File: src/hw/rtl/evr_pkg.sv
// Shared types and constants for the Euler XYZ vector rotation block.
package evr_pkg;

    localparam int CS_WIDTH    = 32;          // CORDIC word, 30 fraction bits
    localparam int FRAC_BITS   = 30;
    localparam int ATAN_MAX    = 24;          // atan table depth
    localparam int TURN_BITS   = 32;          // internal binary angle width
    localparam logic signed [CS_WIDTH-1:0] CORDIC_GAIN = 32'sd652032874;

    typedef struct packed {
        logic signed [CS_WIDTH-1:0] x;
        logic signed [CS_WIDTH-1:0] y;
        logic signed [CS_WIDTH-1:0] z;
        logic [1:0]                 quad;
    } cordic_t;

    typedef struct packed {
        logic signed [CS_WIDTH-1:0] c;
        logic signed [CS_WIDTH-1:0] s;
    } cs_t;

    // atan(2^-i) in units of 2^32 per turn
    function automatic logic signed [CS_WIDTH-1:0] atan_turns(input logic [4:0] i);
        logic signed [CS_WIDTH-1:0] r;
        case (i)
            5'd0:    r = 32'sd536870912;
            5'd1:    r = 32'sd316933406;
            5'd2:    r = 32'sd167458907;
            5'd3:    r = 32'sd85004756;
            5'd4:    r = 32'sd42667331;
            5'd5:    r = 32'sd21354465;
            5'd6:    r = 32'sd10679838;
            5'd7:    r = 32'sd5340245;
            5'd8:    r = 32'sd2670163;
            5'd9:    r = 32'sd1335087;
            5'd10:   r = 32'sd667544;
            5'd11:   r = 32'sd333772;
            5'd12:   r = 32'sd166886;
            5'd13:   r = 32'sd83443;
            5'd14:   r = 32'sd41722;
            5'd15:   r = 32'sd20861;
            5'd16:   r = 32'sd10430;
            5'd17:   r = 32'sd5215;
            5'd18:   r = 32'sd2608;
            5'd19:   r = 32'sd1304;
            5'd20:   r = 32'sd652;
            5'd21:   r = 32'sd326;
            5'd22:   r = 32'sd163;
            5'd23:   r = 32'sd81;
            default: r = '0;
        endcase
        return r;
    endfunction

endpackage

File: src/hw/rtl/evr_cordic_cell.sv
// One CORDIC rotation cell: a single micro-rotation, registered.
module evr_cordic_cell
    import evr_pkg::*;
#(
    parameter int STAGE = 0
)
(
    input  logic    clk,
    input  cordic_t d,
    output cordic_t q
);

    localparam logic signed [CS_WIDTH-1:0] ATAN = atan_turns(5'(STAGE));

    cordic_t q_reg;
    cordic_t q_next;
    logic signed [CS_WIDTH-1:0] dx;
    logic signed [CS_WIDTH-1:0] dy;

    always_comb
    begin
        dx = $signed(d.y) >>> STAGE;
        dy = $signed(d.x) >>> STAGE;
        q_next.quad = d.quad;
        if (!d.z[CS_WIDTH-1])
        begin
            q_next.x = $signed(d.x) - dx;
            q_next.y = $signed(d.y) + dy;
            q_next.z = $signed(d.z) - ATAN;
        end
        else
        begin
            q_next.x = $signed(d.x) + dx;
            q_next.y = $signed(d.y) - dy;
            q_next.z = $signed(d.z) + ATAN;
        end
    end

    always_ff @(posedge clk)
    begin
        q_reg <= q_next;
    end

    assign q = q_reg;

endmodule

File: config.mk
export PLATFORM = sky130hd
export DESIGN_NAME = evr_cordic_cell
export DESIGN_NICKNAME = d
export VERILOG_FILES = /design/src/hw/rtl/evr_pkg.sv /design/src/hw/rtl/evr_cordic_cell.sv
export SDC_FILE = /design/constraint.sdc
export NUM_CORES = 1
export LEC_CHECK = 0
export ABC_AREA = 1
export BUFFER_PORTS_ARGS = -buffer_cell sky130_fd_sc_hd__buf_2
export CORE_AREA = 2 2 139 141
export CTS_CLUSTER_DIAMETER = 80
export DETAILED_ROUTE_END_ITERATION = 10
export DIE_AREA = 0 0 141 143
export MAX_ROUTING_LAYER = met4
export PLACE_DENSITY = 0.81
export SLEW_MARGIN = 30
export SYNTH_ARGS = -nofsm -noshare
export SYNTH_HDL_FRONTEND = slang
export SYNTH_SLANG_ARGS = --single-unit
File: constraint.sdc
create_clock -name clk -period 1.63 [get_ports clk]
set_input_delay 0.0815 -clock clk [delete_from_list [all_inputs] [get_ports clk]]
set_output_delay 0.0815 -clock clk [all_outputs]
set_load 0.01 [all_outputs]
Yosys cells after proc, flatten, opt, wreduce, memory -nomap -nowiden
Index checks and enable logic that the tools add are counted.
{ "totals": {"register_bits": 98, "inputBits": 99, "out_inout_bits": 98} }
{ "classes": {"n_addsub": 5, "n_mux": 1} }
{ "op_table": {"columns": ["cell", "n"], "rows": [
  ["96-bit 2-to-1 mux", 1],
  ["32-bit subtractor", 2],
  ["32-bit by 31-bit adder with 32-bit output (second input constant)", 1],
  ["32-bit adder", 1],
  ["32-bit by 31-bit subtractor with 32-bit output (second input constant)", 1]
]} }

Logic depth before layout (Yosys ltp)
{ "depth": {"depth_word": 2, "mapped_depth": 17, "ltp_nobuf": 16} }

Worst setup path after synthesis
OpenSTA, ideal clock, no wires.
{ "synth_timing": {"kind": "input -> register", "startpoint": "in d[34] (netlist bit)", "endpoint": "reg q_reg (netlist bit q[62])", "setup_time_ns": 0.114, "arrival_time_ns": 1.448, "required_time_ns": 1.516, "slack_ns": 0.068, "stages": 11, "n_path_buf": 0, "cell_sequence": "ha_1 > fa_1 > nand2_1 > nand2_1 > and2_1 > nand2_1 > nand3_1 > nand2_1 > nand3_1 > nand3_1 > nand2_1"} }
{ "synth_lines": {"columns": ["item", "line", "rtl"], "rows": [
  ["from (decl)", "evr_cordic_cell.sv:9", "input cordic_t d,"],
  ["to (signal assigned)", "evr_cordic_cell.sv:41", "q_reg <= q_next;"],
  ["to (decl)", "evr_cordic_cell.sv:15", "cordic_t q_reg;"]
]} }

==> impl_metrics.toml <==
[routing]
drt-initial-drc-count = 932
via_count = 11670
drc = 0
wl_per_cell_um = 14.96
viasPerCell = 5.062
wl_met3_um = 2592
routed_wl_um = 34490
wl_met2_um = 15460
drtAntennaViolNets = 0
topRoutingLayerUsed = "met4"
firstDrtPassIters = 8
wl_met1_um = 15330

[finish]
multiInputGateArea_um2 = 6294
antenna_cells = 0
fin_nets = 2264
regArea_um2 = 1942
drive_above_1_share_pct = 25.72
nFillCells = 1636
post-route-util_pct = 70.48
synthToLayoutAreaGrowth_pct = 39.23
largest_reg_flops = 97
stdcell_count = 2306
finalInstanceArea_um2 = 13100

[power]
p_leak_nw = 7.838
pwr_density_cell_nw_per_um2 = 712.1
p_int_w = 0.005585
vdd_drop_max_uv = 486.9
swShare_pct = 40.11
p_total_w = 0.009326
clockPowerShare_pct = 24.0
p_switching_w = 0.003741
pwr-share-seq_pct = 30.1
combPwrFrac_pct = 45.9

[clock_network]
cts_tree = "built"
root_buffer = "clkbuf_16"
htreeDepth = 3
clock_sink_count = 97
cts-buffers-inserted = 9
clkSlewWorstSetupHoldPaths_ns = 0.08
clk_path_buf_depth = 2
post_cts_buffers = 0

[global_routing]
gr-total-overflow = 0
grt_max_degree = 59
grt_pass1_wl_um = 53540
grt_pass1_vias = 10980
antenna_found_initial = 0
gr-usage-all-layers_pct = 34.46

[synth]
synth_top_area_share_pct = 24.62
synth_seq_cells = 97
ys_seq_area_share_pct = 20.64
yosysMostFrequentCell = "nand2_1"
synthArstFlopShare_pct = 0
yosys.area_share.simple_pct = 40.10
synth-edff-count = 0
synth-adder-area-share_pct = 13.35
syn_nets = 1842
synth_area_um2 = 9407
synth-compound-area-share_pct = 7.795
synth_top_family_by_area = "simple AND/OR/NAND/NOR gates"
synthCells = 1645
synthTopCellsByCount = "617 x nand2_1, 323 x inv_1, 147 x nand3_1"
yosys_warnings = 0
synthMuxAreaShare_pct = 0
synth_ff_type = "dfxtp_1"
ys_types = 34
synth_xor_area_share_pct = 2.421
synth.avg_cell_area_um2 = 5.718
yosys.area.top_type = "nand2_1"
synth_area_leaders = "nand2_1 25%, dfxtp_1 21%, inv_1 13%"

[timing]
grt_setup_unrepaired = "true"
period_share_pct = 93.80
fmaxAchievable_ghz = 0.6540
drv_slew = 0
worst_pin_slew_ns = 0.5763
timing.final.hold_violations = 0
fin_crit_ns = 1.529
holdWs_ns = 0.008226
setup_viol = 0
slew_headroom_pct = 61.52

[worst_hold_path]
min_path_type = "in2reg"

[floorplanning]
die_w_um = 141
die_height_um = 143
die-area_um2 = 20160
initial_utilization_pct = 50.63
rows = 50
io_pins = 197
core_area_um2 = 18580

[setup_path]
worstPathArrival_ns = 1.78
worstPathRequired_ns = 1.88
path_class = "in2reg"
cp-end-kind = "flop"
start_kind = "input port"
crit_fanout = 8

[flow_run]
cap_violations = 0

[placement]
placed_cells_incl_taps = 2257
routabilityCongestion = 1.101
place_hpwl_um = 27740
portBuffers = 196
placed_cell_area_um2 = 12170

[outcome]
status = "finished, final reports clean"
layout by cell type, fill, tap and decap left out, types with 10 or more instances in the layout:
cell type      synthesis  layout
nand2_1              617     601
inv_1                323     321
buf_4                 12     222
buf_2                 15     196
nand3_1              147     138
dfxtp_1               97      97
nor2_1                98      83
ha_1                  94      71
a21oi_1               72      70
dlygate4sd3_1          0      33
xor2_1                26      26
o21ai_0               27      25
nand2_2                6      21
nand4_1               19      19
nor2_2                 5      18
ha_2                   0      16
inv_2                  9      11
o21ai_1                9      11
o21bai_1              10      10
cell families after synthesis:
logic type / after synthesis
adder cells (fa/ha/maj): 98
AO/OA/AOI/OAI: 135
AND/OR/NAND/NOR: 913
buffers and inverters: 376
flip-flops: 97
XOR/XNOR: 26
per-layer routing:
metal  vias to the layer above  GRT usage [%]
met5                         -              -
met4                         0          12.00
met3                        79          3.454
met2                       535          55.02
met1                      5231          45.77
li1                       5828              -
final timing paths:
kind | slack (ns) | endpoint | depth (start not counted) | startpoint
max | 0.10 | q[90]$_DFF_P_ | 13 | d[41]
min | 0.008 | q[34]$_DFF_P_ | 3 | d[66]
per-stage QoR:
stage	TNS (ns)	setup slack [ns]
3_3_place_gp	-14.40	-0.3547
2_1_floorplan	0	0.06807
5_1_grt	-0.1788	-0.03124
6_report	0	0.1011
4_1_cts	0	0.01821
3_5_place_dp	-16.25	-0.4229
worst max-delay path, stage by stage:
cell     delay, ns
buf_2         0.11
inv_1         0.05
ha_2          0.43
nand2_1       0.16
nor2_2        0.19
buf_4         0.13
nand2_1       0.07
nand2_1       0.11
nand2_1       0.12
nand3_1       0.10
nand2_1       0.05
nand3_1       0.08
nand2_1       0.09
repair_timing:
action                                 4_1_cts  5_1_grt
gates resized for setup                      4       80
setup endpoints to repair                   12       45
hold buffers                                33        0
pin swaps                                    0        1
endpoints found under the hold margin       33        0
cloned                                       0        0
layout make-up:
cell class              count  area share, %
clock buffers              10          1.825
clock inverters             6         0.4395
inverters                 334          9.573
multi-input cells        1172          48.06
flip-flops and latches     97          14.83
well taps                 234          2.236
repair buffers            453          23.04
power groups by stage:
stage	Sequential (W)	Clock, W	Combinational [W]
after floorplan	0.00302	0	0.00203
after global placement	0.00285	0	0.00391
after detailed placement	0.00285	0	0.00396
after CTS	0.00280	0.00224	0.00406
after global routing	0.00283	0.00233	0.00470
final	0.00281	0.00224	0.00428
Note: power is estimated with default switching activity, not from simulation.
